**src/sv/tet_mesh_connectivity_gen_core_defines.svh**
```systemverilog
// Assertion macros shared by the connectivity generator RTL
`ifndef TET_MESH_CONNECTIVITY_GEN_CORE_DEFINES_SVH
`define TET_MESH_CONNECTIVITY_GEN_CORE_DEFINES_SVH

// Same-cycle implication, checked out of reset
`define TMC_ASSERT_IMP(lbl, ante, cons, msg) \
  lbl: assert property (@(posedge clk) disable iff (!rst_n) (ante) |-> (cons)) else $error(msg);

// Next-cycle implication, checked out of reset
`define TMC_ASSERT_NXT(lbl, ante, cons, msg) \
  lbl: assert property (@(posedge clk) disable iff (!rst_n) (ante) |=> (cons)) else $error(msg);

`endif

```
**src/sv/tmc_pkg.sv**
```systemverilog
// Types, constants and corner tables of the tet mesh connectivity generator
package tmc_pkg;

  localparam int MAX_CELLS  = 1024;
  localparam int CW         = 11;
  localparam int NW         = 10;
  localparam int PW         = 21;
  localparam int MW         = 32;
  localparam int VW         = 31;
  localparam int EW         = 33;
  localparam int TGW        = 8;
  localparam int FUNC_W     = 3;
  localparam int FW         = 3;
  localparam int TW         = 3;
  localparam int RIDX_W     = 2;
  localparam int NFACE      = 6;
  localparam int FIFO_DEPTH = 4;

  localparam logic [FUNC_W-1:0] FUNC_NODE   = 3'd0;
  localparam logic [FUNC_W-1:0] FUNC_BRICK  = 3'd1;
  localparam logic [FUNC_W-1:0] FUNC_BOTTOM = 3'd2;
  localparam logic [FUNC_W-1:0] FUNC_TOP    = 3'd3;
  localparam logic [FUNC_W-1:0] FUNC_LEFT   = 3'd4;
  localparam logic [FUNC_W-1:0] FUNC_RIGHT  = 3'd5;
  localparam logic [FUNC_W-1:0] FUNC_FRONT  = 3'd6;
  localparam logic [FUNC_W-1:0] FUNC_BACK   = 3'd7;

  localparam logic [FW-1:0] FACE_BOTTOM = 3'd0;
  localparam logic [FW-1:0] FACE_TOP    = 3'd1;
  localparam logic [FW-1:0] FACE_LEFT   = 3'd2;
  localparam logic [FW-1:0] FACE_RIGHT  = 3'd3;
  localparam logic [FW-1:0] FACE_FRONT  = 3'd4;
  localparam logic [FW-1:0] FACE_BACK   = 3'd5;

  localparam logic [RIDX_W-1:0] REG_CELLS_X = 2'd0;
  localparam logic [RIDX_W-1:0] REG_CELLS_Y = 2'd1;
  localparam logic [RIDX_W-1:0] REG_CELLS_Z = 2'd2;

  localparam logic [TW-1:0] LAST_NODE  = 3'd0;
  localparam logic [TW-1:0] LAST_BRICK = 3'd4;
  localparam logic [TW-1:0] LAST_FACE  = 3'd1;

  typedef enum logic [1:0] {
    KIND_NODE,
    KIND_BRICK,
    KIND_FACE
  } kind_t;

  typedef struct packed {
    logic [CW-1:0]                 ne0;
    logic [CW-1:0]                 ne1;
    logic [CW-1:0]                 ne2;
    logic [NW-1:0]                 nm0;
    logic [NW-1:0]                 nm1;
    logic [NW-1:0]                 nm2;
    logic [PW-1:0]                 s0;
    logic [PW-1:0]                 s1;
    logic [PW-1:0]                 s2;
    logic [PW-1:0]                 p01;
    logic [NFACE-1:0][EW-1:0]      fbase;
  } cfg_t;

  typedef struct packed {
    kind_t         kind;
    logic [FW-1:0] face;
    logic          par;
    logic [VW-1:0] node0;
    logic [EW-1:0] res;
  } item_t;

  localparam logic [2:0] ROT_CORNER [8] = '{3'd2, 3'd3, 3'd6, 3'd7, 3'd0, 3'd1, 3'd4, 3'd5};

  localparam logic [2:0] TET_CORNER [5][4] = '{
    '{3'd4, 3'd5, 3'd6, 3'd0},
    '{3'd7, 3'd6, 3'd5, 3'd3},
    '{3'd2, 3'd3, 3'd0, 3'd6},
    '{3'd1, 3'd0, 3'd3, 3'd5},
    '{3'd5, 3'd0, 3'd6, 3'd3}
  };

  // [face][parity][triangle][vertex], corner bit0 axis0, bit1 axis1, bit2 axis2
  localparam logic [2:0] TRI_CORNER [6][2][2][3] = '{
    '{'{'{3'd0, 3'd3, 3'd1}, '{3'd0, 3'd2, 3'd3}}, '{'{3'd0, 3'd2, 3'd1}, '{3'd1, 3'd2, 3'd3}}},
    '{'{'{3'd4, 3'd5, 3'd6}, '{3'd5, 3'd7, 3'd6}}, '{'{3'd4, 3'd5, 3'd7}, '{3'd4, 3'd7, 3'd6}}},
    '{'{'{3'd0, 3'd4, 3'd6}, '{3'd0, 3'd6, 3'd2}}, '{'{3'd0, 3'd4, 3'd2}, '{3'd4, 3'd6, 3'd2}}},
    '{'{'{3'd1, 3'd3, 3'd5}, '{3'd3, 3'd7, 3'd5}}, '{'{3'd1, 3'd7, 3'd5}, '{3'd1, 3'd3, 3'd7}}},
    '{'{'{3'd0, 3'd1, 3'd5}, '{3'd0, 3'd5, 3'd4}}, '{'{3'd0, 3'd1, 3'd4}, '{3'd1, 3'd5, 3'd4}}},
    '{'{'{3'd2, 3'd6, 3'd3}, '{3'd6, 3'd7, 3'd3}}, '{'{3'd2, 3'd6, 3'd7}, '{3'd2, 3'd7, 3'd3}}}
  };

  localparam logic [TGW-1:0] FACE_TAG [6] = '{8'd100, 8'd200, 8'd1, 8'd2, 8'd10, 8'd20};

endpackage

```
**src/sv/tmc_fifo.sv**
```systemverilog
// Item queue between the front pipeline and the result sequencer
module tmc_fifo import tmc_pkg::*; (
  input  logic  clk,
  input  logic  rst_n,
  input  logic  push,
  input  item_t push_item,
  input  logic  pop,
  output item_t head,
  output logic  full,
  output logic  empty
);

  localparam int AW = $clog2(FIFO_DEPTH);
  localparam int CNT_W = $clog2(FIFO_DEPTH + 1);

  item_t            q_mem_r [FIFO_DEPTH];
  logic [AW-1:0]    wr_ptr_r, rd_ptr_r;
  logic [CNT_W-1:0] cnt_r;

  assign full  = (cnt_r == CNT_W'(FIFO_DEPTH));
  assign empty = (cnt_r == '0);
  assign head  = q_mem_r[rd_ptr_r];

  always_ff @(posedge clk) begin
    if (!rst_n) begin
      wr_ptr_r <= '0;
      rd_ptr_r <= '0;
      cnt_r    <= '0;
    end else begin
      if (push) begin
        wr_ptr_r <= (wr_ptr_r == AW'(FIFO_DEPTH - 1)) ? '0 : wr_ptr_r + AW'(1);
      end
      if (pop) begin
        rd_ptr_r <= (rd_ptr_r == AW'(FIFO_DEPTH - 1)) ? '0 : rd_ptr_r + AW'(1);
      end
      if (push && !pop) begin
        cnt_r <= cnt_r + CNT_W'(1);
      end else if (pop && !push) begin
        cnt_r <= cnt_r - CNT_W'(1);
      end
    end
  end

  always_ff @(posedge clk) begin
    if (push) begin
      q_mem_r[wr_ptr_r] <= push_item;
    end
  end

endmodule

```
**config.mk**
```make
export PLATFORM = sky130hd
export DESIGN_NAME = tmc_fifo
export DESIGN_NICKNAME = d
export VERILOG_FILES = /design/src/sv/tet_mesh_connectivity_gen_core_defines.svh /design/src/sv/tmc_pkg.sv /design/src/sv/tmc_fifo.sv
export SDC_FILE = /design/constraint.sdc
export NUM_CORES = 1
export LEC_CHECK = 0
export BUFFER_PORTS_ARGS = -buffer_cell sky130_fd_sc_hd__buf_2
export CAP_MARGIN = 40
export CORE_ASPECT_RATIO = 0.8
export CORE_UTILIZATION = 40
export DETAILED_ROUTE_END_ITERATION = 8
export PLACE_DENSITY_LB_ADDON = 0.15
export SKIP_CTS_REPAIR_TIMING = 1
export SYNTH_ARGS = -nofsm -noshare
export SYNTH_HDL_FRONTEND = slang
export SYNTH_SLANG_ARGS = --single-unit
```
**constraint.sdc**
```tcl
create_clock -name clk -period 2.85 [get_ports clk]
set_input_delay 0.57 -clock clk [delete_from_list [all_inputs] [get_ports clk]]
set_output_delay 0.57 -clock clk [all_outputs]
set_load 0.005 [all_outputs]
```
# Word-level counts from Yosys, hierarchy flattened
# Memories as Yosys holds them, arrays and structs flattened. A register that Yosys moved wholly into a read port is not among the register bits.
# Cells that the tools add are included.
[word_totals]
word_cells = 25
regBits = 7
out_inout_bits = 72
mem_bits_rw = 280
mem_count = 1
[classes]
reduce_logical = 6
muxes = 8
n_eq_ne = 3
n_addsub = 4
[mem_list]
columns = ["name", "depth", "word_bits", "read_ports", "rd_ports_with_merged_regs", "write_ports", "line_no", "rtl"]
rows = [
  ["q_mem_r", 4, 70, 1, 1, 1, "tmc_fifo.sv:16", "item_t q_mem_r [FIFO_DEPTH];"],
]
[op_table]
columns = ["operator", "count"]
rows = [
  ["2-bit two-way mux", 4],
  ["3-bit two-way mux", 2],
  ["2-bit by 1-bit adder with 2-bit output (second input constant)", 2],
  ["2-bit == test (second input constant)", 2],
  ["3-bit by 1-bit adder with 3-bit output (second input constant)", 1],
  ["3-bit == test (second input constant)", 1],
  ["3-bit zero test", 1],
  ["3-bit by 1-bit subtractor with 3-bit output (second input constant)", 1],
  ["1-bit logical AND", 2],
  ["1-bit zero test", 2],
  ["1-bit two-way mux", 2],
  ["2-bit nonzero test", 1],
]

# Depth between registers and ports, before layout
[logic_depth]
ltp_word = 4
depth_mapped = 7
mapped_depth_nobuf = 7

# Least setup slack after synthesis
# OpenSTA, ideal clock, no wires.
[synth_path]
path_kind = "in2reg"
start = "input port push"
end = "memory q_mem_r[0][0] in the netlist's numbering (enable)"
path_slack_ps = 204
n_path_buf = 0
cell_stages = 1
required_time_ps = 2415
t_arrival_ps = 2210
cell_sequence = "and2_1"
[synth_between]
elab_chain_len = 2
[synth_rtl]
columns = ["element", "line_no", "rtl"]
rows = [
  ["start: declaration", "tmc_fifo.sv:5", "input logic push,"],
  ["1-bit two-way mux", "tmc_fifo.sv:45", "if (push) begin"],
  ["1-bit two-way mux (not written as such)", "tmc_fifo.sv:46", "q_mem_r[wr_ptr_r] <= push_item;"],
  ["end: declaration", "tmc_fifo.sv:16", ""],
]
# Every way passes these cells.

==> run summary <==
The share of Yosys cell area claimed by the top area cell type was 79.1%. Summing over every cut layer, the via total after detailed routing is 4,777. Entering global routing, the biggest net connects 71 pins. The slew of the pin with the lowest slew margin came out at 0.530 ns. Setup repair after global routing left no endpoint under its margin. Setup slack on the critical path of the routed design comes to 0.184 ns.

The signal on the critical path passes through buf_4, mux4_2, buf_2. After layout, the worst path uses 93.5% of the clock period. VDD sags by at most 0.000532 V. The cell sitting at the root of the clock tree is a sky130_fd_sc_hd__clkbuf_16. In the layout the commonest cells are sky130_fd_sc_hd__edfxtp_1, sky130_fd_sc_hd__buf_2, sky130_fd_sc_hd__mux4_2. The floorplan step defined a die boundary enclosing 0.0272 sq mm. The type of element capturing the critical path was an output pin. After synthesis the netlist holds a flip-flop and latch count of 289.

The element type at the critical path start is a flop. The tools report the aggregate global-route resource usage as 14.9%. The tools report the total of warnings raised by yosys as 0.

TritonCTS built the clock tree. Leaving out fill and tap cells, the most frequent cell in the layout is sky130_fd_sc_hd__edfxtp_1. The initial antenna violation count was 5; the antenna violation net count after detailed routing was 0.

The post-synthesis cell count is 410, and the critical path arrival is 2.10 ns. The routed length per instance is 20.6 um. The combined buffer and inverter count along the critical path is 2, and the latest clock arrival within the worst-skew pair is 0.53 ns. In this run the tightest slew margin relative to its limit is 64.6%. Clock-pin slew was measured on the worst setup and hold paths at 0.06 ns. The synthesized netlist occupies a cell area of 0.0106 sq mm.

Setup violations remaining at the end of the flow were counted as 0. The tools report the first-pass GRT wire length as 30,200 um. Counting the fill cells in the layout gives 2,082.

Type of the most critical hold path: input pin to flop. Per report_power, the combinational group accounts for 7.8% of the total. Counting along the longest clock path gives a buffer depth of 3.

The logs give 216 for the count of routing violations after the opening detailed-route iteration and 0 for the count of pins over their slew limit. In this run the static leakage power is 4.29 nW. The share of power burned in the clock network is 39.5%. Final period demand of the worst path: 2.67 ns. Counting every sink on the clock net gives 289. Sequential cells burn 52.6% of the power. The switching portion of total power came out at 20.6%. After synthesis, the cell types taking the most area are sky130_fd_sc_hd__edfxtp_1, sky130_fd_sc_hd__mux4_2, sky130_fd_sc_hd__dfxtp_1.

Measured in cells, the most critical reg-to-reg path has a length of 4. The number of detailed-route iterations in the first pass is 6. The largest delay contributor family on the critical path was flip-flops.

The count of buffers from port buffering was 145; the die span in x was 184 um. After floorplanning, the core was divided into 52 placement rows. The via count of the first global-routing pass is 5,248. The flow ran to the end, and the final reports show no timing, DRC or antenna violations. The final routed wirelength across all metal layers was 19,700 um; the register area share after synthesis was 80.8%. Across the routed clock network, the largest skew measured is 0.0131 ns. For this run, design rule violations remaining after detail routing come to 0. Counting the buffers created by CTS gives 29. The worst slack after detailed placement is 0.673 ns.

Based on the critical path, the design can be clocked at up to 375 MHz. For the depth of the CTS H-tree, the log shows 1. Among all stages on the critical path, the largest delay is contributed by sky130_fd_sc_hd__dfxtp_4. The number of nets handed over by synthesis was 491. The cell type with the largest total area after synthesis was sky130_fd_sc_hd__edfxtp_1. The mean instance size in the synthesized netlist came out at 25.9 sq um.

The via density per instance is 5.00, and the internal power is 7.44 mW. Power spread over the standard cell area amounts to 735 mW/mm^2. Delay contributed by the slowest stage of the critical path: 0.56 ns. The logs give 0 ns for the total negative slack for setup checks and 1.93 mW for the switching power.

The initial core utilization is 41.4%, and the final RePlAce weighted congestion is 0.677. The distinct cell type count of the synthesized netlist was 22. From synthesis to final layout, the design area changed by 19.9%.

The critical path runs through a total of 3 cells. The final hold violation count was 0; the post-detailed-placement half-perimeter wirelength was 11,900 um. The largest fanout of any net on the critical path was 15; the share of post-route cells with drive strength above 1 was 46.1%. The class of the most critical setup path is flop to output pin. Max-cap violations in this run came to 0.

Data on the critical path is required at its endpoint by 2.28 ns. The global-route congestion overflow total is 0. The die boundary height is 148 um, and the net total in the final layout is 663. For this design the top-level I/O count stands at 146. The run gives 0.0257 sq mm as the core box area. The hold-critical path depth came out at 1.
-- worst register-to-register path, cell delays in order (launching register included) --
cell and delay, ns:
sky130_fd_sc_hd__dfxtp_1 0.34, sky130_fd_sc_hd__inv_1 0.09, sky130_fd_sc_hd__ha_1 0.14, sky130_fd_sc_hd__and2_4 0.48, sky130_fd_sc_hd__buf_4 0.34
-- layer usage --
layer / vias up / GRT usage, % / part of all wire [%]
met4: 8 / 3.50 / 2.0
li1: 2099 / - / -
met3: 37 / 4.56 / 7.2
met5: - / 0 / 0.27
met2: 121 / 23.2 / 45
met1: 2512 / 20.7 / 45
-- metrics by stage --
stage | area, sq um | hold slack, ns | utilization, % | power (mW) | cells
after CTS | 12700 | 0.224 | 49.6 | 9.50 | 954
after detailed placement | 11800 | 0.508 | 45.9 | 5.78 | 902
after global routing | 12700 | 0.229 | 49.6 | 9.73 | 954
after floorplan | 10600 | 0.472 | - | 5.43 | 410
after global placement | 11800 | 0.487 | 45.9 | 5.76 | 902
final | 12700 | 0.248 | 49.6 | 9.37 | 955
-- state kept, by name (all words and copies together) (netlist names), named ones only --
register and flops:
wr_ptr_r 2, cnt_r 3, q_mem_r 280, rd_ptr_r 2
-- cell families after synthesis --
logic type / share of synthesized area, %
buf+inv: 1.93
flops: 80.8
compound gates: 0.188
mux: 15.2
simple gates: 0.847
xor+xnor: 0.165
fa+ha+maj: 0.894
-- synthesized netlist by cell type --
master,n
sky130_fd_sc_hd__buf_2,7
sky130_fd_sc_hd__mux2i_1,4
sky130_fd_sc_hd__ha_1,6
sky130_fd_sc_hd__xor2_1,1
sky130_fd_sc_hd__buf_1,1
sky130_fd_sc_hd__xnor2_1,1
sky130_fd_sc_hd__or3_1,1
sky130_fd_sc_hd__o21a_1,1
sky130_fd_sc_hd__nor3b_1,1
sky130_fd_sc_hd__o21ai_0,1
sky130_fd_sc_hd__and2_1,5
sky130_fd_sc_hd__inv_1,4
sky130_fd_sc_hd__edfxtp_1,280
sky130_fd_sc_hd__nor2_1,1
sky130_fd_sc_hd__buf_6,1
sky130_fd_sc_hd__a21boi_0,1
sky130_fd_sc_hd__mux4_2,70
sky130_fd_sc_hd__nor2b_1,5
sky130_fd_sc_hd__nor3_1,2
sky130_fd_sc_hd__dfxtp_1,9
sky130_fd_sc_hd__buf_12,7
sky130_fd_sc_hd__fa_1,1
-- final cells by class --
type	count	area (sq um)	area share (%)
clock inverter	16	158	1.24
tap	351	439	3.45
clock buffer	36	782	6.14
sequential	289	8600	67.4
antenna	1	2.50	0.0196
multi-input combinational	101	1850	14.5
timing repair buffer	157	903	7.09
inverter	4	15.0	0.118
-- path summary, 6_finish.rpt --
kind	slack, ns	to	startpoint
hold reg to reg	0.52	cnt_r[2]	cnt_r[2]
setup / recovery	0.18	head[62]	flop
setup reg to reg	1.14	q_mem_r[2][52]	wr_ptr_r[0]
hold / removal	0.25	q_mem_r[0][60]	push_item[60]
-- power by group through the flow --
stage          Clock, mW  Combinational [mW]  Sequential (mW)
3_3_place_gp           0               0.741             5.01
5_1_grt             3.97               0.809             4.95
6_report            3.70               0.733             4.93
3_5_place_dp           0               0.757             5.03
4_1_cts             3.80               0.760             4.94
2_1_floorplan          0               0.434             5.00
Power figures use the tool's default switching activity.
