<file path="config.mk">
export PLATFORM = sky130hd
export DESIGN_NAME = tmc_cfg_flat
export DESIGN_NICKNAME = d
export VERILOG_FILES = /design/src/sv/tet_mesh_connectivity_gen_core_defines.svh /design/src/sv/tmc_pkg.sv /design/src/sv/tmc_intf.sv /design/src/sv/tmc_cfg.sv /design/src/flat_wrapper.sv
export SDC_FILE = /design/constraint.sdc
export NUM_CORES = 2
export LEC_CHECK = 0
export BUFFER_PORTS_ARGS = -buffer_cell sky130_fd_sc_hd__buf_2
export CORE_ASPECT_RATIO = 1.75
export CORE_MARGIN = 4
export CORE_UTILIZATION = 40
export CTS_CLUSTER_DIAMETER = 100
export DETAILED_ROUTE_END_ITERATION = 8
export PLACE_DENSITY = 0.67
export SYNTH_ARGS = -nofsm -noshare
export SYNTH_HDL_FRONTEND = slang
export SYNTH_SLANG_ARGS = --single-unit
</file>
<file path="constraint.sdc">
create_clock -name clk -period 5.9 [get_ports clk]
set_input_delay 0 -clock clk [delete_from_list [all_inputs] [get_ports clk]]
set_output_delay 0 -clock clk [all_outputs]
set_load 0.1 [all_outputs]
</file>
<file path="src/sv/tet_mesh_connectivity_gen_core_defines.svh">
// Assertion macros shared by the connectivity generator RTL
`ifndef TET_MESH_CONNECTIVITY_GEN_CORE_DEFINES_SVH
`define TET_MESH_CONNECTIVITY_GEN_CORE_DEFINES_SVH

// Same-cycle implication, checked out of reset
`define TMC_ASSERT_IMP(lbl, ante, cons, msg) \
  lbl: assert property (@(posedge clk) disable iff (!rst_n) (ante) |-> (cons)) else $error(msg);

// Next-cycle implication, checked out of reset
`define TMC_ASSERT_NXT(lbl, ante, cons, msg) \
  lbl: assert property (@(posedge clk) disable iff (!rst_n) (ante) |=> (cons)) else $error(msg);

`endif

</file>
<file path="src/sv/tmc_pkg.sv">
// Types, constants and corner tables of the tet mesh connectivity generator
package tmc_pkg;

  localparam int MAX_CELLS  = 1024;
  localparam int CW         = 11;
  localparam int NW         = 10;
  localparam int PW         = 21;
  localparam int MW         = 32;
  localparam int VW         = 31;
  localparam int EW         = 33;
  localparam int TGW        = 8;
  localparam int FUNC_W     = 3;
  localparam int FW         = 3;
  localparam int TW         = 3;
  localparam int RIDX_W     = 2;
  localparam int NFACE      = 6;
  localparam int FIFO_DEPTH = 4;

  localparam logic [FUNC_W-1:0] FUNC_NODE   = 3'd0;
  localparam logic [FUNC_W-1:0] FUNC_BRICK  = 3'd1;
  localparam logic [FUNC_W-1:0] FUNC_BOTTOM = 3'd2;
  localparam logic [FUNC_W-1:0] FUNC_TOP    = 3'd3;
  localparam logic [FUNC_W-1:0] FUNC_LEFT   = 3'd4;
  localparam logic [FUNC_W-1:0] FUNC_RIGHT  = 3'd5;
  localparam logic [FUNC_W-1:0] FUNC_FRONT  = 3'd6;
  localparam logic [FUNC_W-1:0] FUNC_BACK   = 3'd7;

  localparam logic [FW-1:0] FACE_BOTTOM = 3'd0;
  localparam logic [FW-1:0] FACE_TOP    = 3'd1;
  localparam logic [FW-1:0] FACE_LEFT   = 3'd2;
  localparam logic [FW-1:0] FACE_RIGHT  = 3'd3;
  localparam logic [FW-1:0] FACE_FRONT  = 3'd4;
  localparam logic [FW-1:0] FACE_BACK   = 3'd5;

  localparam logic [RIDX_W-1:0] REG_CELLS_X = 2'd0;
  localparam logic [RIDX_W-1:0] REG_CELLS_Y = 2'd1;
  localparam logic [RIDX_W-1:0] REG_CELLS_Z = 2'd2;

  localparam logic [TW-1:0] LAST_NODE  = 3'd0;
  localparam logic [TW-1:0] LAST_BRICK = 3'd4;
  localparam logic [TW-1:0] LAST_FACE  = 3'd1;

  typedef enum logic [1:0] {
    KIND_NODE,
    KIND_BRICK,
    KIND_FACE
  } kind_t;

  typedef struct packed {
    logic [CW-1:0]                 ne0;
    logic [CW-1:0]                 ne1;
    logic [CW-1:0]                 ne2;
    logic [NW-1:0]                 nm0;
    logic [NW-1:0]                 nm1;
    logic [NW-1:0]                 nm2;
    logic [PW-1:0]                 s0;
    logic [PW-1:0]                 s1;
    logic [PW-1:0]                 s2;
    logic [PW-1:0]                 p01;
    logic [NFACE-1:0][EW-1:0]      fbase;
  } cfg_t;

  typedef struct packed {
    kind_t         kind;
    logic [FW-1:0] face;
    logic          par;
    logic [VW-1:0] node0;
    logic [EW-1:0] res;
  } item_t;

  localparam logic [2:0] ROT_CORNER [8] = '{3'd2, 3'd3, 3'd6, 3'd7, 3'd0, 3'd1, 3'd4, 3'd5};

  localparam logic [2:0] TET_CORNER [5][4] = '{
    '{3'd4, 3'd5, 3'd6, 3'd0},
    '{3'd7, 3'd6, 3'd5, 3'd3},
    '{3'd2, 3'd3, 3'd0, 3'd6},
    '{3'd1, 3'd0, 3'd3, 3'd5},
    '{3'd5, 3'd0, 3'd6, 3'd3}
  };

  // [face][parity][triangle][vertex], corner bit0 axis0, bit1 axis1, bit2 axis2
  localparam logic [2:0] TRI_CORNER [6][2][2][3] = '{
    '{'{'{3'd0, 3'd3, 3'd1}, '{3'd0, 3'd2, 3'd3}}, '{'{3'd0, 3'd2, 3'd1}, '{3'd1, 3'd2, 3'd3}}},
    '{'{'{3'd4, 3'd5, 3'd6}, '{3'd5, 3'd7, 3'd6}}, '{'{3'd4, 3'd5, 3'd7}, '{3'd4, 3'd7, 3'd6}}},
    '{'{'{3'd0, 3'd4, 3'd6}, '{3'd0, 3'd6, 3'd2}}, '{'{3'd0, 3'd4, 3'd2}, '{3'd4, 3'd6, 3'd2}}},
    '{'{'{3'd1, 3'd3, 3'd5}, '{3'd3, 3'd7, 3'd5}}, '{'{3'd1, 3'd7, 3'd5}, '{3'd1, 3'd3, 3'd7}}},
    '{'{'{3'd0, 3'd1, 3'd5}, '{3'd0, 3'd5, 3'd4}}, '{'{3'd0, 3'd1, 3'd4}, '{3'd1, 3'd5, 3'd4}}},
    '{'{'{3'd2, 3'd6, 3'd3}, '{3'd6, 3'd7, 3'd3}}, '{'{3'd2, 3'd6, 3'd7}, '{3'd2, 3'd7, 3'd3}}}
  };

  localparam logic [TGW-1:0] FACE_TAG [6] = '{8'd100, 8'd200, 8'd1, 8'd2, 8'd10, 8'd20};

endpackage

</file>
<file path="src/sv/tmc_intf.sv">


interface tmc_cfg_if import tmc_pkg::*; ();
  logic              valid;
  logic              ready;
  logic [RIDX_W-1:0] idx;
  logic [CW-1:0]     data;

  modport source (output valid, idx, data, input ready);
  modport sink   (input valid, idx, data, output ready);
endinterface

</file>
<file path="src/sv/tmc_cfg.sv">
// Register file and derived mesh constants (strides, products, face id bases)
module tmc_cfg import tmc_pkg::*; (
  input  logic      clk,
  input  logic      rst_n,
  tmc_cfg_if.sink   cfg_ch,
  output cfg_t      cfg,
  output logic      busy
);

  localparam logic [2:0] DERIVE_LAT = 3'd5;

  typedef enum logic [1:0] {
    ORD_Z,
    ORD_Y,
    ORD_X
  } ord_t;

  logic [CW-1:0] cells_x_r, cells_y_r, cells_z_r;
  logic [2:0]    cnt_r, cnt_nxt;

  logic [CW-1:0] ne0_r, ne1_r, ne2_r;
  logic [CW-1:0] n0, n1, n2;
  logic [CW-1:0] n0_r, n1_r, n2_r;
  logic [NW-1:0] nm0_r, nm1_r, nm2_r;
  logic [PW-1:0] n01_r, n02_r, n12_r;
  logic [PW-1:0] p01_r, p12_r, p02_r;
  ord_t          ord_nxt, ord_r;
  logic [PW-1:0] s0_r, s1_r, s2_r;
  logic [VW-1:0] q_r;
  logic [EW-1:0] tot_r, o2_r;
  logic [NFACE-1:0][EW-1:0] fbase_r;

  function automatic logic [CW-1:0] eff_cells(input logic [CW-1:0] v);
    if (v == '0) begin
      return CW'(1);
    end
    if (v > CW'(MAX_CELLS)) begin
      return CW'(MAX_CELLS);
    end
    return v;
  endfunction

  assign cfg_ch.ready = 1'b1;

  always_comb begin
    cnt_nxt = (cnt_r != '0) ? cnt_r - 3'd1 : cnt_r;
    if (cfg_ch.valid) begin
      cnt_nxt = DERIVE_LAT;
    end
  end

  always_ff @(posedge clk) begin
    if (!rst_n) begin
      cells_x_r <= CW'(1);
      cells_y_r <= CW'(1);
      cells_z_r <= CW'(1);
      cnt_r     <= DERIVE_LAT;
    end else begin
      cnt_r <= cnt_nxt;
      if (cfg_ch.valid) begin
        unique case (cfg_ch.idx)
          REG_CELLS_X: cells_x_r <= cfg_ch.data;
          REG_CELLS_Y: cells_y_r <= cfg_ch.data;
          REG_CELLS_Z: cells_z_r <= cfg_ch.data;
          default: ;
        endcase
      end
    end
  end

  always_comb begin
    n0 = ne0_r + CW'(1);
    n1 = ne1_r + CW'(1);
    n2 = ne2_r + CW'(1);
    if (n2 >= n0 && n2 >= n1) begin
      ord_nxt = ORD_Z;
    end else if (n1 >= n0) begin
      ord_nxt = ORD_Y;
    end else begin
      ord_nxt = ORD_X;
    end
  end

  always_ff @(posedge clk) begin
    ne0_r <= eff_cells(cells_x_r);
    ne1_r <= eff_cells(cells_y_r);
    ne2_r <= eff_cells(cells_z_r);

    n0_r  <= n0;
    n1_r  <= n1;
    n2_r  <= n2;
    nm0_r <= NW'(ne0_r - CW'(1));
    nm1_r <= NW'(ne1_r - CW'(1));
    nm2_r <= NW'(ne2_r - CW'(1));
    n01_r <= PW'(PW'(n0) * PW'(n1));
    n02_r <= PW'(PW'(n0) * PW'(n2));
    n12_r <= PW'(PW'(n1) * PW'(n2));
    p01_r <= PW'(PW'(ne0_r) * PW'(ne1_r));
    p12_r <= PW'(PW'(ne1_r) * PW'(ne2_r));
    p02_r <= PW'(PW'(ne0_r) * PW'(ne2_r));
    ord_r <= ord_nxt;

    unique case (ord_r)
      ORD_Z: begin
        s0_r <= PW'(1);
        s1_r <= PW'(n0_r);
        s2_r <= n01_r;
      end
      ORD_Y: begin
        s0_r <= PW'(n2_r);
        s1_r <= n02_r;
        s2_r <= PW'(1);
      end
      default: begin
        s0_r <= n12_r;
        s1_r <= PW'(1);
        s2_r <= PW'(n1_r);
      end
    endcase
    q_r <= VW'(MW'(p01_r) * MW'(ne2_r));

    tot_r <= (EW'(q_r) << 2) + EW'(q_r);
    o2_r  <= (EW'(p01_r) << 2) + (EW'(p12_r) << 2);

    fbase_r[FACE_BOTTOM] <= tot_r;
    fbase_r[FACE_TOP]    <= tot_r + (EW'(p01_r) << 1);
    fbase_r[FACE_LEFT]   <= tot_r + (EW'(p01_r) << 2);
    fbase_r[FACE_RIGHT]  <= tot_r + (EW'(p01_r) << 2) + (EW'(p12_r) << 1);
    fbase_r[FACE_FRONT]  <= tot_r + o2_r;
    fbase_r[FACE_BACK]   <= tot_r + o2_r + (EW'(p02_r) << 1);
  end

  assign busy = (cnt_r != '0);

  always_comb begin
    cfg.ne0   = ne0_r;
    cfg.ne1   = ne1_r;
    cfg.ne2   = ne2_r;
    cfg.nm0   = nm0_r;
    cfg.nm1   = nm1_r;
    cfg.nm2   = nm2_r;
    cfg.s0    = s0_r;
    cfg.s1    = s1_r;
    cfg.s2    = s2_r;
    cfg.p01   = p01_r;
    cfg.fbase = fbase_r;
  end

endmodule

</file>
<file path="src/flat_wrapper.sv">
// flat-port wrapper written by rule: the top's interface ports become plain ports
module tmc_cfg_flat import tmc_pkg::*;
  (clk, rst_n, cfg, busy, cfg_ch_valid, cfg_ch_idx, cfg_ch_data, cfg_ch_ready);
  tmc_cfg_if cfg_ch_i ();
  input  logic clk;
  input  logic rst_n;
  output cfg_t cfg;
  output logic busy;
  input wire logic [$bits(cfg_ch_i.valid)-1:0] cfg_ch_valid;
  input wire logic [$bits(cfg_ch_i.idx)-1:0] cfg_ch_idx;
  input wire logic [$bits(cfg_ch_i.data)-1:0] cfg_ch_data;
  output wire logic [$bits(cfg_ch_i.ready)-1:0] cfg_ch_ready;
  assign cfg_ch_i.valid = cfg_ch_valid;
  assign cfg_ch_i.idx = cfg_ch_idx;
  assign cfg_ch_i.data = cfg_ch_data;
  assign cfg_ch_ready = cfg_ch_i.ready;
  tmc_cfg u_core (.clk(clk), .rst_n(rst_n), .cfg_ch(cfg_ch_i), .cfg(cfg), .busy(busy));
endmodule
</file>
---- Word-level counts from Yosys, hierarchy flattened ----
Index checks and enable logic that the tools add are counted.
storage, ports and cells
  word-level logic and storage cells ...... 99
  bits of input ports ..................... 16
  register bits ........................... 618
  output and inout bits ................... 347
cells by class
  bitwise logic cells ..................... 1
  order comparisons ....................... 6
  $mul .................................... 7
  add/sub/neg operators ................... 14
  equality and inequality tests ........... 3
  reduce and logical (&&, ||, !) cells .... 11
  multiplexer cells ....................... 25
operators with widths
  operator                                             count
  two-way mux 11 bit                                   12
  multiplier 11 x 11 -> 21 bit                         6
  case mux 21 bit (2 select lines)                     3
  adder 33 x 22 -> 33 bit                              3
  adder 11 x 1 -> 11 bit, second input constant        3
  adder 33 x 23 -> 33 bit                              1
  adder 33 x 31 -> 33 bit                              1
  adder 33 bit                                         1
  >= comparator 11 bit                                 3
  > comparator 11 bit, second input constant           3
  logical NOT 11 bit                                   3
  multiplier 21 x 11 -> 31 bit                         1
  subtractor 10 x 1 -> 10 bit, second input constant   3
  adder 23 x 23 -> 24 bit                              1
  two-way mux 1 bit                                    9
  AND reduction 2 bit                                  3
  equality test 2 x 1 -> 1 bit, second input constant  2
  logical NOT 2 bit                                    2
  nonzero test 3 bit                                   1
  subtractor 3 x 1 -> 3 bit, second input constant     1
  equality test 2 bit, second input constant           1
  two-way mux 2 bit                                    1
  OR reduction 2 bit                                   1
  logical AND 1 bit                                    1
  inverter 1 bit                                       1

---- Depth between registers and ports, before layout ----
  depth in word-level cells ............... 5
  depth in mapped cells ................... 27
  gate-level depth less buffers ........... 25

---- Worst setup path before layout ----
No wires, ideal clock.
  kind .................................... reg-to-reg
  from .................................... reg u_core.ne1_r[3]
  to ...................................... reg u_core.n12_r[18]
  data required time ...................... 5828 ps
  slack ................................... -1068 ps
  cell stages (with the launch flop) ...... 23
  period minus slack after synthesis ...... 6968 ps
  arrival ................................. 6896 ps
  cell sequence ........................... dfxtp_1 > clkbuf_1 > and3_1 > and3_1 > nand3_1 > xnor2_1 > clkbuf_1 > nand2_1 > fa_1 > fa_1 > fa_1 > fa_1 > fa_1 > inv_1 > ha_1 > or3_1 > o2111a_1 > o21a_1 > o21a_1 > o21a_1 > a41oi_1 > nor2b_1 > xnor2_1
between the ends
  cells in the longest elaborated chain, start to end .. 2
ends and longest elaborated chain
  item                          line           RTL
  start, declared               tmc_cfg.sv:21  logic [CW-1:0] ne0_r, ne1_r, ne2_r;
  start signal, assigned        tmc_cfg.sv:86  ne1_r <= eff_cells(cells_y_r);
  adder 11 x 1 -> 11 bit        tmc_cfg.sv:73  n1 = ne1_r + CW'(1);
  via u_core.n1[7]              tmc_cfg.sv:22  logic [CW-1:0] n0, n1, n2;
  multiplier 11 x 11 -> 21 bit  tmc_cfg.sv:97  n12_r <= PW'(PW'(n1) * PW'(n2));
  end signal, assigned          tmc_cfg.sv:97
  end, declared                 tmc_cfg.sv:25  logic [PW-1:0] n01_r, n02_r, n12_r;
The timed path passes the listed nets, and every way through them passes these cells.
A chain may end at the register's enable or synchronous reset.

---- Worst setup path in the final report ----
  from .................................... reg u_core.ne0_r[1]
  to ...................................... reg u_core.n02_r[20]
between the ends
  cells in the longest elaborated chain, start to end .. 2
ends and longest elaborated chain
  item                          line           RTL
  start, declared               tmc_cfg.sv:21
  start signal, assigned        tmc_cfg.sv:85  ne0_r <= eff_cells(cells_x_r);
  adder 11 x 1 -> 11 bit        tmc_cfg.sv:72  n0 = ne0_r + CW'(1);
  multiplier 11 x 11 -> 21 bit  tmc_cfg.sv:96  n02_r <= PW'(PW'(n0) * PW'(n2));
  end signal, assigned          tmc_cfg.sv:96
  end, declared                 tmc_cfg.sv:25
No other way between the ends.

==> results.md <==
- Vias in the first global route: 43,710
- Max_cap viols: 0
- TritonRoute pass-1 iters: 6
- Period minus WS final: 5832 ps
- Register bit count reported by yosys: roughly 600
- Synthesized Nets: 7,088
- RePlAce Congestion: around 0.95
- Power Density: between 200 and 300 mW/mm^2
- Fmax: about 170 MHz
- Slew HR: 39.32%
- Ys async rst share: 0%
- DRC viols: 0
- WP depth: 21
- CORE AREA: between 0.1 and 0.15 sq mm
- Crit path top cell by count: fa_1
- Vias per std cell: 5.175
- Avg Inst Size Synth: ~9.2 sq um
- Final setup fails: 0
- Synth Instances: 5,780
- Initial antenna violation count: 4
- Synth area leader: fa_1
- Largest family of logic cells by synthesized area: adder cells
- Main synth FF type: dfxtp_1
- Worst Skew: roughly 31 ps
- CP max-delay cell: fa_1
- Placed instance area: between 0.05 and 0.06 sq mm
- Post-route setup slack: 67.68 ps
- Largest net degree at the start of global routing: 49
- Setup TNS: 0 ps
- Total chip power: 15.45 mW
- RSZ-0062 raised after global routing: true
- Final Cycle Share: 98.85%
- Startpoint Class: flop
- Root Buffer: clkbuf_16
- DP HPWL: ~130 mm
- Mux share of post-synthesis cell area: 0.8277%
- Adder-cell share of the synthesized area: about two fifths
- Status: finished, final reports clean
- Core Rows: between 150 and 200
- Inserted Clock Buffers: 59
- Initial Util: around 40%
- Synth cell count leaders: inv_1, fa_1, ha_1
- Reg clk slew, reported paths: 70 ps
- Area share of the largest cell type after synthesis: between 20% and 30%
- Final hold vios: 0
- Number of H-tree levels: 2
- Antenna Violating Nets Remaining: 0
- Final Core Density: 46.43%
- Clk buf depth: 3
- Pins over their slew limit: 0
- Grt total ovfl: 0
- Critical path, cell by cell: ha_2, nand3_2, or2_4, xnor2_4, nand2_2, fa_1, fa_1, fa_1, inv_1, fa_1, fa_1, ha_1, or3_1, o211ai_1, a21boi_1, o21ai_1, a21oi_1, buf_4, a21o_1, o41ai_2, xnor2_1
- Maximum ir drop on the vdd rail: around 700 uV
- Fin Hold WS: about 180 ps
- Ports: between 300 and 400
- CTS tree: done
- Synth Area in XOR/XNOR: 6.072%
- Worst slew pin tran: around 900 ps
- Clock Latency Late Sink: between 600 and 700 ps
- Gr usage total: 22.19%
- Largest fanout on the critical path: 6
- Die X: 283.7 um
- Routed WL per cell: 19.60 um
- Clk sinks: 597
- Distinct cells, synth: 85
- Fin nets: approximately 7,500
- Worst Hold Depth: 4
- Number of synthesized flops with an enable pin: 0
- Cell Area, Synth: ~0.053 sq mm
- WL final: between 150 and 200 mm
- Post-Synth Simple-Gate Area: about 15%
- Synth area leaders: fa_1, dfxtp_1, ha_1, inv_1, xnor2_1
- Routed vias: 41,320
- Crit path capture type: flop
- P_leak: just over 30 nW
- WP data arrival: between 6000 and 7000 ps
- Post-synthesis sequential area ratio: 22.46%
- Layout cells sized above 1: ~14%
- Compound-Gate Fraction of Synth Area: under 10%
- CP top delay family: adder cells
- Die Y: between 400 and 500 um
- Die area: roughly 0.14 sq mm
- Most frequent cell after synthesis: inv_1
- Inst Count DP: between 7,000 and 8,000
- CP peak stage delay: ~550 ps
- Path type of the worst min-delay path: input pin to flop
- Cell area after layout: just over 0.06 sq mm
- Area grow syn2layout: 15.09%
- Pre-CTS setup slack: -85.47 ps
- Cell Count, Final, Fillers Out: between 7,000 and 8,000
- Register-to-Register Path Depth: 21
- First-pass GRT wire length: 242.9 mm
- First DRT Iteration DRCs: ~2,100
- YS warnings: 0
- Buffers on Ports: approximately 360
- CP Class: flop to flop
- Worst Path Required: about 6500 ps
- WP buf/inv: 2
routing by layer:
layer / up-vias / GRT usage (%) / wire length [um]
met5: - / 0 / 0
met4: 0 / 13.59 / 11170
met3: 503 / 3.674 / 9830
met2: 1479 / 38.42 / 75310
met1: 20230 / 25.62 / 60180
li1: 19110 / - / -
cells by family (layout without fill, tap and decap cells):
| logic type | Yosys count | count (layout) |
|---|---|---|
| compound gates | 635 | 635 |
| flops | 597 | 597 |
| simple gates | 1695 | 1695 |
| mux | 44 | 44 |
| other cells | 1 | 5 |
| buf+inv | 1148 | 1658 |
| xor+xnor | 368 | 368 |
| fa+ha+maj | 1292 | 1292 |
layout by cell type (no fill, tap or decap), types with 221 or more instances in the layout:
cell type,n
xnor2_1,256
fa_1,648
and2_1,308
ha_1,636
buf_4,221
dfxtp_1,553
buf_2,361
nand2_1,612
inv_1,904
nor2_1,366
final cells by class:
| class | instances | area [sq um] |
|---|---|---|
| Antenna cell | 4 | 10.01 |
| Clock buffer | 73 | 1640 |
| Clock inverter | 38 | 465.4 |
| Fill cell | 12330 | 70670 |
| Inverter | 925 | 3491 |
| Multi-Input combinational cell | 4035 | 37440 |
| Sequential cell | 597 | 12070 |
| Tap cell | 1691 | 2116 |
| Timing Repair Buffer | 622 | 4000 |
sequential cells by signal, summed over array words and instances, names as in the netlist, 21 cells and up:
register and flops:
u_core.n02_r 21, u_core.tot_r 33, u_core.s1_r 21, u_core.n01_r 21, u_core.s2_r 21, u_core.s0_r 21, u_core.o2_r 22, u_core.p01_r 21
u_core.q_r 31, u_core.n12_r 21, u_core.p02_r 21, u_core.cfg 191, u_core.p12_r 21
worst paths after layout:
| check | slack (ps) | endpoint | start |
|---|---|---|---|
| max | 70 | u_core.n02_r[20] | u_core.ne0_r[1] |
| min | 180 | u_core.cells_y_r[0] | cfg_ch_data[0] |
| max reg2reg | 70 | u_core.n02_r[20] | u_core.ne0_r[1] |
| min reg2reg | 330 | u_core.cfg[0] | u_core.tot_r[0] |
what timing repair did:
| item | CTS | global route |
|---|---|---|
| resized for setup | 7 | 86 |
| endpoints found under the setup margin | 3 | 28 |
| setup buffers | 1 | 21 |
| pin swaps | 3 | 16 |
| hold endpoints to repair | 36 | 0 |
| hold buffers | 16 | 0 |
worst min-delay path, cell delays in order:
cell and delay, ps:
dlygate4sd3_1 530, buf_2 160, mux2i_1 70, nand2_1 60
where the power goes:
part	leakage (nW)	internal [mW]	switching, mW	total [mW]
Clock	1.03	2.22	1.85	4.07
Combinational	25.0	1.38	5.00	6.38
Sequential	4.91	4.60	0.395	5.00
(Power assumes the default switching activity.)
