File: src/sv/tet_mesh_connectivity_gen_core_defines.svh
// Assertion macros shared by the connectivity generator RTL
`ifndef TET_MESH_CONNECTIVITY_GEN_CORE_DEFINES_SVH
`define TET_MESH_CONNECTIVITY_GEN_CORE_DEFINES_SVH

// Same-cycle implication, checked out of reset
`define TMC_ASSERT_IMP(lbl, ante, cons, msg) \
  lbl: assert property (@(posedge clk) disable iff (!rst_n) (ante) |-> (cons)) else $error(msg);

// Next-cycle implication, checked out of reset
`define TMC_ASSERT_NXT(lbl, ante, cons, msg) \
  lbl: assert property (@(posedge clk) disable iff (!rst_n) (ante) |=> (cons)) else $error(msg);

`endif

File: src/sv/tmc_pkg.sv
// Types, constants and corner tables of the tet mesh connectivity generator
package tmc_pkg;

  localparam int MAX_CELLS  = 1024;
  localparam int CW         = 11;
  localparam int NW         = 10;
  localparam int PW         = 21;
  localparam int MW         = 32;
  localparam int VW         = 31;
  localparam int EW         = 33;
  localparam int TGW        = 8;
  localparam int FUNC_W     = 3;
  localparam int FW         = 3;
  localparam int TW         = 3;
  localparam int RIDX_W     = 2;
  localparam int NFACE      = 6;
  localparam int FIFO_DEPTH = 4;

  localparam logic [FUNC_W-1:0] FUNC_NODE   = 3'd0;
  localparam logic [FUNC_W-1:0] FUNC_BRICK  = 3'd1;
  localparam logic [FUNC_W-1:0] FUNC_BOTTOM = 3'd2;
  localparam logic [FUNC_W-1:0] FUNC_TOP    = 3'd3;
  localparam logic [FUNC_W-1:0] FUNC_LEFT   = 3'd4;
  localparam logic [FUNC_W-1:0] FUNC_RIGHT  = 3'd5;
  localparam logic [FUNC_W-1:0] FUNC_FRONT  = 3'd6;
  localparam logic [FUNC_W-1:0] FUNC_BACK   = 3'd7;

  localparam logic [FW-1:0] FACE_BOTTOM = 3'd0;
  localparam logic [FW-1:0] FACE_TOP    = 3'd1;
  localparam logic [FW-1:0] FACE_LEFT   = 3'd2;
  localparam logic [FW-1:0] FACE_RIGHT  = 3'd3;
  localparam logic [FW-1:0] FACE_FRONT  = 3'd4;
  localparam logic [FW-1:0] FACE_BACK   = 3'd5;

  localparam logic [RIDX_W-1:0] REG_CELLS_X = 2'd0;
  localparam logic [RIDX_W-1:0] REG_CELLS_Y = 2'd1;
  localparam logic [RIDX_W-1:0] REG_CELLS_Z = 2'd2;

  localparam logic [TW-1:0] LAST_NODE  = 3'd0;
  localparam logic [TW-1:0] LAST_BRICK = 3'd4;
  localparam logic [TW-1:0] LAST_FACE  = 3'd1;

  typedef enum logic [1:0] {
    KIND_NODE,
    KIND_BRICK,
    KIND_FACE
  } kind_t;

  typedef struct packed {
    logic [CW-1:0]                 ne0;
    logic [CW-1:0]                 ne1;
    logic [CW-1:0]                 ne2;
    logic [NW-1:0]                 nm0;
    logic [NW-1:0]                 nm1;
    logic [NW-1:0]                 nm2;
    logic [PW-1:0]                 s0;
    logic [PW-1:0]                 s1;
    logic [PW-1:0]                 s2;
    logic [PW-1:0]                 p01;
    logic [NFACE-1:0][EW-1:0]      fbase;
  } cfg_t;

  typedef struct packed {
    kind_t         kind;
    logic [FW-1:0] face;
    logic          par;
    logic [VW-1:0] node0;
    logic [EW-1:0] res;
  } item_t;

  localparam logic [2:0] ROT_CORNER [8] = '{3'd2, 3'd3, 3'd6, 3'd7, 3'd0, 3'd1, 3'd4, 3'd5};

  localparam logic [2:0] TET_CORNER [5][4] = '{
    '{3'd4, 3'd5, 3'd6, 3'd0},
    '{3'd7, 3'd6, 3'd5, 3'd3},
    '{3'd2, 3'd3, 3'd0, 3'd6},
    '{3'd1, 3'd0, 3'd3, 3'd5},
    '{3'd5, 3'd0, 3'd6, 3'd3}
  };

  // [face][parity][triangle][vertex], corner bit0 axis0, bit1 axis1, bit2 axis2
  localparam logic [2:0] TRI_CORNER [6][2][2][3] = '{
    '{'{'{3'd0, 3'd3, 3'd1}, '{3'd0, 3'd2, 3'd3}}, '{'{3'd0, 3'd2, 3'd1}, '{3'd1, 3'd2, 3'd3}}},
    '{'{'{3'd4, 3'd5, 3'd6}, '{3'd5, 3'd7, 3'd6}}, '{'{3'd4, 3'd5, 3'd7}, '{3'd4, 3'd7, 3'd6}}},
    '{'{'{3'd0, 3'd4, 3'd6}, '{3'd0, 3'd6, 3'd2}}, '{'{3'd0, 3'd4, 3'd2}, '{3'd4, 3'd6, 3'd2}}},
    '{'{'{3'd1, 3'd3, 3'd5}, '{3'd3, 3'd7, 3'd5}}, '{'{3'd1, 3'd7, 3'd5}, '{3'd1, 3'd3, 3'd7}}},
    '{'{'{3'd0, 3'd1, 3'd5}, '{3'd0, 3'd5, 3'd4}}, '{'{3'd0, 3'd1, 3'd4}, '{3'd1, 3'd5, 3'd4}}},
    '{'{'{3'd2, 3'd6, 3'd3}, '{3'd6, 3'd7, 3'd3}}, '{'{3'd2, 3'd6, 3'd7}, '{3'd2, 3'd7, 3'd3}}}
  };

  localparam logic [TGW-1:0] FACE_TAG [6] = '{8'd100, 8'd200, 8'd1, 8'd2, 8'd10, 8'd20};

endpackage

File: src/sv/tmc_intf.sv


interface tmc_out_if import tmc_pkg::*; ();
  logic           valid;
  logic           ready;
  logic [EW-1:0]  elem_id;
  logic [TGW-1:0] tag;
  logic [VW-1:0]  vert_a;
  logic [VW-1:0]  vert_b;
  logic [VW-1:0]  vert_c;
  logic [VW-1:0]  vert_d;
  logic           last;

  modport source (output valid, elem_id, tag, vert_a, vert_b, vert_c, vert_d, last,
                  input ready);
  modport sink   (input valid, elem_id, tag, vert_a, vert_b, vert_c, vert_d, last,
                  output ready);
endinterface


File: src/sv/tmc_back.sv
// Result sequencer: expand one queued item into node, tetrahedron or triangle results
module tmc_back import tmc_pkg::*; (
  input  logic      clk,
  input  logic      rst_n,
  input  cfg_t      cfg,
  input  item_t     head,
  input  logic      empty,
  output logic      pop,
  output logic      busy,
  tmc_out_if.source out_ch
);

  logic           wv_r;
  item_t          w_r;
  logic [TW-1:0]  t_r;
  logic [TW-1:0]  last_t;
  logic           out_free, emit, finish;
  logic [2:0]     code [4];
  logic           use_bcd, use_d;

  logic           out_v_r;
  logic [EW-1:0]  elem_r;
  logic [TGW-1:0] tag_r;
  logic [VW-1:0]  va_r, vb_r, vc_r, vd_r;
  logic           last_r;
  logic [TGW-1:0] tag_nxt;

  function automatic logic [VW-1:0] corner_id(input logic [VW-1:0] n0,
                                              input logic [2:0]    c,
                                              input cfg_t          cf);
    return n0 + (c[0] ? VW'(cf.s0) : '0) + (c[1] ? VW'(cf.s1) : '0)
              + (c[2] ? VW'(cf.s2) : '0);
  endfunction

  always_comb begin
    code[0] = 3'd0;
    code[1] = 3'd0;
    code[2] = 3'd0;
    code[3] = 3'd0;
    use_bcd = 1'b0;
    use_d   = 1'b0;
    last_t  = LAST_NODE;
    tag_nxt = '0;
    unique case (w_r.kind)
      KIND_BRICK: begin
        use_bcd = 1'b1;
        use_d   = 1'b1;
        last_t  = LAST_BRICK;
        for (int k = 0; k < 4; k++) begin
          code[k] = w_r.par ? ROT_CORNER[TET_CORNER[t_r][k]] : TET_CORNER[t_r][k];
        end
      end
      KIND_FACE: begin
        use_bcd = 1'b1;
        last_t  = LAST_FACE;
        tag_nxt = FACE_TAG[w_r.face];
        for (int k = 0; k < 3; k++) begin
          code[k] = TRI_CORNER[w_r.face][w_r.par][t_r[0]][k];
        end
      end
      default: ;
    endcase
  end

  assign out_free = !out_v_r || out_ch.ready;
  assign emit     = wv_r && out_free;
  assign finish   = emit && (t_r == last_t);
  assign pop      = !empty && (!wv_r || finish);
  assign busy     = wv_r;

  always_ff @(posedge clk) begin
    if (!rst_n) begin
      wv_r    <= 1'b0;
      t_r     <= '0;
      out_v_r <= 1'b0;
    end else begin
      if (pop) begin
        wv_r <= 1'b1;
        t_r  <= '0;
      end else if (finish) begin
        wv_r <= 1'b0;
      end else if (emit) begin
        t_r <= t_r + TW'(1);
      end
      if (out_free) begin
        out_v_r <= wv_r;
      end
    end
  end

  always_ff @(posedge clk) begin
    if (pop) begin
      w_r <= head;
    end
    if (emit) begin
      elem_r <= w_r.res + EW'(t_r);
      tag_r  <= tag_nxt;
      va_r   <= corner_id(w_r.node0, code[0], cfg);
      vb_r   <= use_bcd ? corner_id(w_r.node0, code[1], cfg) : '0;
      vc_r   <= use_bcd ? corner_id(w_r.node0, code[2], cfg) : '0;
      vd_r   <= use_d ? corner_id(w_r.node0, code[3], cfg) : '0;
      last_r <= (t_r == last_t);
    end
  end

  assign out_ch.valid   = out_v_r;
  assign out_ch.elem_id = elem_r;
  assign out_ch.tag     = tag_r;
  assign out_ch.vert_a  = va_r;
  assign out_ch.vert_b  = vb_r;
  assign out_ch.vert_c  = vc_r;
  assign out_ch.vert_d  = vd_r;
  assign out_ch.last    = last_r;

endmodule

File: src/flat_wrapper.sv
// flat-port wrapper written by rule: the top's interface ports become plain ports
module tmc_back_flat import tmc_pkg::*;
  (clk, rst_n, cfg, head, empty, pop, busy, out_ch_valid, out_ch_elem_id, out_ch_tag, out_ch_vert_a, out_ch_vert_b, out_ch_vert_c, out_ch_vert_d, out_ch_last, out_ch_ready);
  tmc_out_if out_ch_i ();
  input  logic clk;
  input  logic rst_n;
  input  cfg_t cfg;
  input  item_t head;
  input  logic empty;
  output logic pop;
  output logic busy;
  output wire logic [$bits(out_ch_i.valid)-1:0] out_ch_valid;
  output wire logic [$bits(out_ch_i.elem_id)-1:0] out_ch_elem_id;
  output wire logic [$bits(out_ch_i.tag)-1:0] out_ch_tag;
  output wire logic [$bits(out_ch_i.vert_a)-1:0] out_ch_vert_a;
  output wire logic [$bits(out_ch_i.vert_b)-1:0] out_ch_vert_b;
  output wire logic [$bits(out_ch_i.vert_c)-1:0] out_ch_vert_c;
  output wire logic [$bits(out_ch_i.vert_d)-1:0] out_ch_vert_d;
  output wire logic [$bits(out_ch_i.last)-1:0] out_ch_last;
  input wire logic [$bits(out_ch_i.ready)-1:0] out_ch_ready;
  assign out_ch_valid = out_ch_i.valid;
  assign out_ch_elem_id = out_ch_i.elem_id;
  assign out_ch_tag = out_ch_i.tag;
  assign out_ch_vert_a = out_ch_i.vert_a;
  assign out_ch_vert_b = out_ch_i.vert_b;
  assign out_ch_vert_c = out_ch_i.vert_c;
  assign out_ch_vert_d = out_ch_i.vert_d;
  assign out_ch_last = out_ch_i.last;
  assign out_ch_i.ready = out_ch_ready;
  tmc_back u_core (.clk(clk), .rst_n(rst_n), .cfg(cfg), .head(head), .empty(empty), .pop(pop), .busy(busy), .out_ch(out_ch_i));
endmodule
File: config.mk
export PLATFORM = sky130hd
export DESIGN_NAME = tmc_back_flat
export DESIGN_NICKNAME = d
export VERILOG_FILES = /design/src/sv/tet_mesh_connectivity_gen_core_defines.svh /design/src/sv/tmc_pkg.sv /design/src/sv/tmc_intf.sv /design/src/sv/tmc_back.sv /design/src/flat_wrapper.sv
export SDC_FILE = /design/constraint.sdc
export NUM_CORES = 1
export LEC_CHECK = 0
export BUFFER_PORTS_ARGS = -buffer_cell sky130_fd_sc_hd__buf_4
export CORE_AREA = 2 2 229 231
export DETAILED_ROUTE_END_ITERATION = 6
export DIE_AREA = 0 0 231 233
export GPL_TIMING_DRIVEN = 1
export MAX_ROUTING_LAYER = met4
export SYNTH_ARGS = -nofsm -noshare
export SYNTH_HDL_FRONTEND = slang
export SYNTH_SLANG_ARGS = --single-unit
export TNS_END_PERCENT = 10
File: constraint.sdc
create_clock -name clk -period 11.48 [get_ports clk]
set_input_delay 1.148 -clock clk [delete_from_list [all_inputs] [get_ports clk]]
set_output_delay 1.148 -clock clk [all_outputs]
set_load 0.05 [all_outputs]
==> Word level (Yosys, flattened, before mapping) <==
Memories as Yosys holds them, arrays and structs flattened. A register that Yosys moved wholly into a read port is not among the register bits.
Index checks and enable logic that the tools add are counted.
{ "word_totals": {"reg_bits": 233, "romBits": 544, "in_bits": 419, "output_inout_bits": 169, "memories": 7} }
{ "op_classes": {"add_sub_neg": 14, "n_lt_le_gt_ge": 8, "eq_ne": 3, "muxes": 41, "bitwise_logic": 10, "n_reduce_logical": 13} }
{ "memory_table": {"columns": ["memory", "depth", "width", "rd", "rd_ports_with_merged_regs", "write_ports", "line", "text"], "rows": [
  ["(name not given)", 8, 36, 1, 0, 0, "tmc_back.sv:58", "code[k] = TRI_CORNER[w_r.face][w_r.par][t_r[0]][k];"],
  ["(name not given)", 8, 12, 1, 0, 0, "tmc_back.sv:50", "code[k] = w_r.par ? ROT_CORNER[TET_CORNER[t_r][k]] : TET_CORNER[t_r][k];"],
  ["(name not given)", 8, 8, 1, 1, 0, "tmc_back.sv:56", "tag_nxt = FACE_TAG[w_r.face];"],
  ["(name not given)", 8, 3, 1, 0, 0, "tmc_back.sv:50", null],
  ["(name not given)", 8, 3, 1, 0, 0, "tmc_back.sv:50", null],
  ["(name not given)", 8, 3, 1, 0, 0, "tmc_back.sv:50", null],
  ["+1 memories", null, null, null, null, null, null, null]
]} }
{ "ops": {"columns": ["operator", "count"], "rows": [
  ["adder 31 bit", 12],
  ["2-to-1 mux 21 bit", 12],
  ["2-to-1 mux 36 bit", 2],
  ["2-to-1 mux 18 bit", 3],
  ["2-to-1 mux 3 bit", 13],
  ["adder 33 x 3 -> 33 bit", 1],
  ["2-to-1 mux 9 bit", 3],
  ["greater-or-equal comparator 4 bit (second input constant)", 6],
  ["2-to-1 mux 12 bit", 2],
  ["NOT 3 -> 4 bit", 6],
  ["case mux 9 bit (2 select lines)", 1],
  ["case mux 3 bit (2 select lines)", 1],
  ["greater-or-equal comparator 2 bit (second input constant)", 2],
  ["logical NOT 1 bit", 4],
  ["2-to-1 mux 1 bit", 4],
  ["NOT 1 -> 2 bit", 2],
  ["OR reduction 2 bit", 2],
  ["adder 3 x 1 -> 3 bit (second input constant)", 1],
  ["== test 3 bit", 1],
  ["logical AND 1 bit", 3],
  ["== test 2 x 1 -> 1 bit (second input constant)", 1],
  ["== test 2 bit (second input constant)", 1],
  ["logical OR 1 bit", 2],
  ["NOT 1 bit", 2],
  ["2 further kinds", 2]
]} }

==> Logic depth before layout (Yosys ltp) <==
{ "logic_depth": {"ltp_word": 15, "mapped_depth": 23, "mapped_depth_nobuf": 22} }

==> Worst setup path before layout <==
Ideal clock, no wire load.
{ "synth_timing": {"path_type": "input to register", "from": "input out_ch_ready", "to": "register u_core.t_r[0]", "setup_time_ns": 0.125, "t_arrival_ns": 9.935, "slack_ns": 1.420, "cell_stages": 5, "path_buffers": 0, "path_cell_list": "nor2b_1 nor2b_1 nand2_1 xnor2_1 nor2_1"} }
{ "synth_via": {"elab_chain_cells": 6} }
{ "synth_lines": {"columns": ["element", "line", "text"], "rows": [
  ["start, declared", "flat_wrapper.sv:20", "input wire logic [$bits(out_ch_i.ready)-1:0] out_ch_ready;"],
  ["logical OR 1 bit *", "tmc_back.sv:65", "assign out_free = !out_v_r || out_ch.ready;"],
  ["logical AND 1 bit *", "tmc_back.sv:66", "assign emit = wv_r && out_free;"],
  ["net u_core.emit", "tmc_back.sv:17", "logic out_free, emit, finish;"],
  ["logical AND 1 bit", "tmc_back.sv:67", "assign finish = emit && (t_r == last_t);"],
  ["logical OR 1 bit", "tmc_back.sv:68", "assign pop = !empty && (!wv_r || finish);"],
  ["logical AND 1 bit", "tmc_back.sv:68", null],
  ["OR reduction 2 bit (no source line)", null, null],
  ["end signal, assigned", "tmc_back.sv:83", "t_r <= t_r + TW'(1);"],
  ["end, declared", "tmc_back.sv:15", "logic [TW-1:0] t_r;"]
]} }
Mark *: on every way through the listed nets, which the timed path passes. The rest lies on a longest branch.
A chain may end at the register's enable or synchronous reset.

==> Worst setup path after layout <==
{ "layout_timing": {"from": "register u_core.w_r[65] (netlist bit)", "to": "register u_core.va_r[28] (netlist: u_core.out_ch.vert_a[28]), data pin"} }
{ "layout_via": {"elab_chain_cells": 15} }
{ "layout_lines": {"columns": ["element", "line", "text"], "rows": [
  ["start, declared", "tmc_back.sv:14", "item_t w_r;"],
  ["start signal, assigned", "tmc_back.sv:93", "w_r <= head;"],
  ["NOT 3 -> 4 bit (implied by the code) *", "tmc_back.sv:58", null],
  ["memory read (8 x 36 bit) *", null, null],
  ["2-to-1 mux 36 bit (implied by the code) * (2 in series)", "tmc_back.sv:58", null],
  ["2-to-1 mux 18 bit (implied by the code) * (3 in series)", "tmc_back.sv:58", null],
  ["2-to-1 mux 9 bit (implied by the code) * (3 in series)", "tmc_back.sv:58", null],
  ["case mux 9 bit (2 select lines) *", "tmc_back.sv:44", "unique case (w_r.kind)"],
  ["2-to-1 mux 21 bit", "tmc_back.sv:31", "return n0 + (c[0] ? VW'(cf.s0) : '0) + (c[1] ? VW'(cf.s1) : '0)"],
  ["adder 31 bit (2 in series)", "tmc_back.sv:31", null],
  ["adder 31 bit *", "tmc_back.sv:32", "+ (c[2] ? VW'(cf.s2) : '0);"],
  ["end signal, assigned", "tmc_back.sv:98", "va_r <= corner_id(w_r.node0, code[0], cfg);"],
  ["end, declared", "tmc_back.sv:24", "logic [VW-1:0] va_r, vb_r, vc_r, vd_r;"]
]} }
Mark *: on every way between the ends. The rest lies on a longest branch, timed or not. The select of a mux whose other input is x is not followed.

==> impl_metrics.json <==
{
  "status": "completed",
  "timing.critical_path.to": "u_core.out_ch.vert_a[28]",
  "insertion_delay_ps": 590,
  "drc": 0,
  "p_leak_uw": 0.0109,
  "drt-initial-drc-count": 1016,
  "cts_setup_buffers": 0,
  "dieHeight_um": 233,
  "grt_pass1_wl_mm": 90.8,
  "globalplace.congestion": 0.913,
  "end_kind": "flip-flop",
  "cp_slowest_cell": "a41oi_1",
  "rows": 83,
  "cp.required_ps": 11800,
  "synth_fa_ha_area_frac": 0.233,
  "synth-compound-area-share": 0.113,
  "postSynth.topFlopCell": "edfxtp_1",
  "grt-ovfl-total": 0,
  "ff2ff_path_depth": 20,
  "fmax_ghz": 0.143,
  "cts_inserted_buffers": 27,
  "dp_hpwl_mm": 48.2,
  "clkTransAtPathRegs_ps": 60,
  "hold_viol_final": 0,
  "synth_top_family_by_area": "adder cells",
  "peakVddDrop_uv": 104,
  "wire_per_inst_um": 19.5,
  "met1_length_mm": 26.9,
  "skew_ps": 19.7,
  "cts_tree": "yes",
  "seq_area_frac_synth": 0.351,
  "synth-seq-cells": 241,
  "top_layer": "met4",
  "grt_max_degree": 74,
  "cts_buffer_depth": 3,
  "synthCells": 2072,
  "dr.pass1.iters": 5,
  "ioPinCount": 588,
  "worstSetupStartpointType": "flip-flop",
  "powerDensity_mw_per_mm2": 122,
  "die_w_um": 231,
  "relSlewSlack": 0.236,
  "setup_viol": 0,
  "synth_cell_types": 79,
  "wl_mm": 59.7,
  "syn_area_mm2": 0.0205,
  "io_buffers": 305,
  "cts_resized": 0,
  "cp-startpoint": "u_core.w_r[65]",
  "start_util": 0.401,
  "rsz0062_at_grt": "no",
  "antenna_found_initial": 4,
  "slew_viol_final": 0,
  "num_vias": 15500,
  "wl_met3_mm": 4.01,
  "synth_top_area_share": 0.346,
  "met2_length_mm": 26.3,
  "viasPerCell": 5.08,
  "r2r-end": "u_core.out_ch.vert_a[28]",
  "synth_mux_area_frac": 0.0107,
  "die_area_mm2": 0.0538,
  "fin_crit_ps": 7000,
  "finalCritPeriodShare": 0.610,
  "layout.nets": 3054,
  "ctsHoldBuffers": 0,
  "grt_pass1_vias": 15900,
  "rrSetupSlack_ps": 4480,
  "synth-async-reset-ratio": 0,
  "htreeDepth": 1,
  "drive_gt1_frac": 0.168,
  "crit_top_cell": "inv_1",
  "synth_xor_area_frac": 0.0466,
  "arrival_ps": 7330,
  "cts.sinks": 241,
  "core-area_mm2": 0.0511,
  "syn_nets": 2771,
  "crit_path_max_incr_delay_ps": 930,
  "cp_cell_sequence": "inv_1 > ha_1 > nor2b_1 > o31ai_1 > a21oi_1 > a21oi_1 > nor2_2 > and2_1 > fa_1 > inv_1 > fa_1 > inv_1 > ha_1 > a211oi_1 > o21ai_0 > a31oi_1 > o211ai_1 > a41oi_1 > nor2_1 > xor2_1",
  "tightest_slew_ps": 1140,
  "fillCellCount": 4866,
  "yosys.area_share.simple": 0.170,
  "crit_type": "reg2reg",
  "synth_top_cells_by_area": "edfxtp_1 (35%), fa_1 (17%), and2_1 (7.4%)",
  "cts_root_buf": "clkbuf_16",
  "min_path_type": "reg2reg",
  "cap_violations": 0,
  "tns_ps": 0,
  "syn_to_final_growth_pct": 18.7,
  "grt_usage": 0.227,
  "reg2reg_from": "u_core.w_r[65]",
  "synth.avg_cell_area_um2": 9.89,
  "synth_edf_count": 236,
  "cp_max_fo": 21,
  "total_power_uw": 2960,
  "postRouteAntennaNets": 0,
  "yosysWarnings": 0,
  "synth_area_leader_cell": "edfxtp_1"
}
-- cell usage after synthesis (7+ instances only) --
master    count
inv_1       350
and2_1      243
edfxtp_1    236
fa_1        169
nand2_1     123
nor2_1      116
a21oi_1     112
ha_1        111
o21ai_0      72
xnor2_1      69
clkbuf_1     59
xor2_1       40
a21o_1       36
nand3_1      36
nor2b_1      23
nand2b_1     22
mux2i_1      17
nor3_1       17
o21a_1       16
a31oi_1      15
a211oi_1     14
nand4_1      14
o211ai_1     13
and3_1       12
o21bai_1     12
or2_2        11
or3_1        10
a21boi_0      7
-- cell families (layout without fill, tap and decap cells) --
family	count (synthesis)	count (layout)
and+or+nand+nor	651	651
buffers and inverters	414	715
AOI/OAI and AO/OA	356	356
adders and majority gates	280	280
DFF	241	241
xor gates and xnor gates	109	109
muxes	21	21
other	0	4
-- metal layers --
metal | up-vias | track usage
met5 | - | -
met4 | 0 | 0.0885
met3 | 99 | 0.0419
met2 | 487 | 0.345
met1 | 7553 | 0.301
li1 | 7401 | -
-- cells in the final DEF, fill, tap and decap left out, types with 69 or more instances in the layout --
| cell | count |
|---|---|
| inv_1 | 350 |
| edfxtp_1 | 236 |
| o21ai_0 | 72 |
| nand2_1 | 123 |
| fa_1 | 169 |
| nor2_1 | 114 |
| ha_1 | 110 |
| xnor2_1 | 69 |
| a21oi_1 | 112 |
| and2_1 | 243 |
| buf_4 | 318 |
-- cell type report --
| cell class | instances | area, µm² | area share |
|---|---|---|---|
| Timing Repair Buffer | 318 | 2390 | 0.0982 |
| Clock inverter | 16 | 111 | 0.00458 |
| Sequential cell | 241 | 7190 | 0.296 |
| Antenna cell | 4 | 10.0 | 0.000412 |
| Inverter | 350 | 1310 | 0.0540 |
| Clock buffer | 31 | 691 | 0.0284 |
| Multi-Input combinational cell | 1417 | 11800 | 0.484 |
| Tap cell | 680 | 851 | 0.0350 |
-- flip-flops by register name (all words and copies together) (netlist names) --
name / count
u_core.out_ch.last: 1
u_core.out_ch.vert_d: 31
u_core.out_ch.elem_id: 33
u_core.out_ch.tag: 8
u_core.out_ch.vert_a: 31
u_core.out_ch.valid: 1
u_core.w_r: 70
u_core.out_ch.vert_b: 31
u_core.busy: 1
u_core.out_ch.vert_c: 31
u_core.t_r: 3
-- metrics by stage --
step / hold WS (ps) / setup WS [ps] / std cells / utilization / area, µm²
after floorplan: 513 / 1420 / 2072 / - / 20500
after global placement: 502 / 4650 / 3006 / 0.460 / 23500
after detailed placement: 517 / 4670 / 3006 / 0.460 / 23500
after CTS: 552 / 4620 / 3053 / 0.476 / 24300
after global routing: 582 / 4090 / 3057 / 0.476 / 24300
final: 552 / 4480 / 3057 / 0.476 / 24300
-- report_power, final --
part	switching [µW]	internal, µW	leakage (µW)
registers	38.4	1060	0.00232
clock network	368	434	0.000383
logic	689	367	0.00824
-- critical path, delay by kind of cell, from the launching register on --
family                   cells  cell delay, ps
AO/OA/AOI/OAI                8            2640
XOR/XNOR                     1             180
adder cells (fa/ha/maj)      4            1510
buffers and inverters        3             390
flip-flops                   1             530
AND/OR/NAND/NOR              4            1470
-- worst min-delay path by stage --
stage	from	end	cells after the start
floorplan	u_core.w_r[0]	u_core.out_ch.elem_id[0]	1
global placement	u_core.busy	u_core.out_ch.valid	1
detailed placement	u_core.busy	u_core.out_ch.valid	1
CTS	u_core.busy	u_core.out_ch.valid	1
global route	u_core.busy	u_core.out_ch.valid	1
finish	u_core.busy	u_core.out_ch.valid	1
Power figures use the tool's default switching activity.
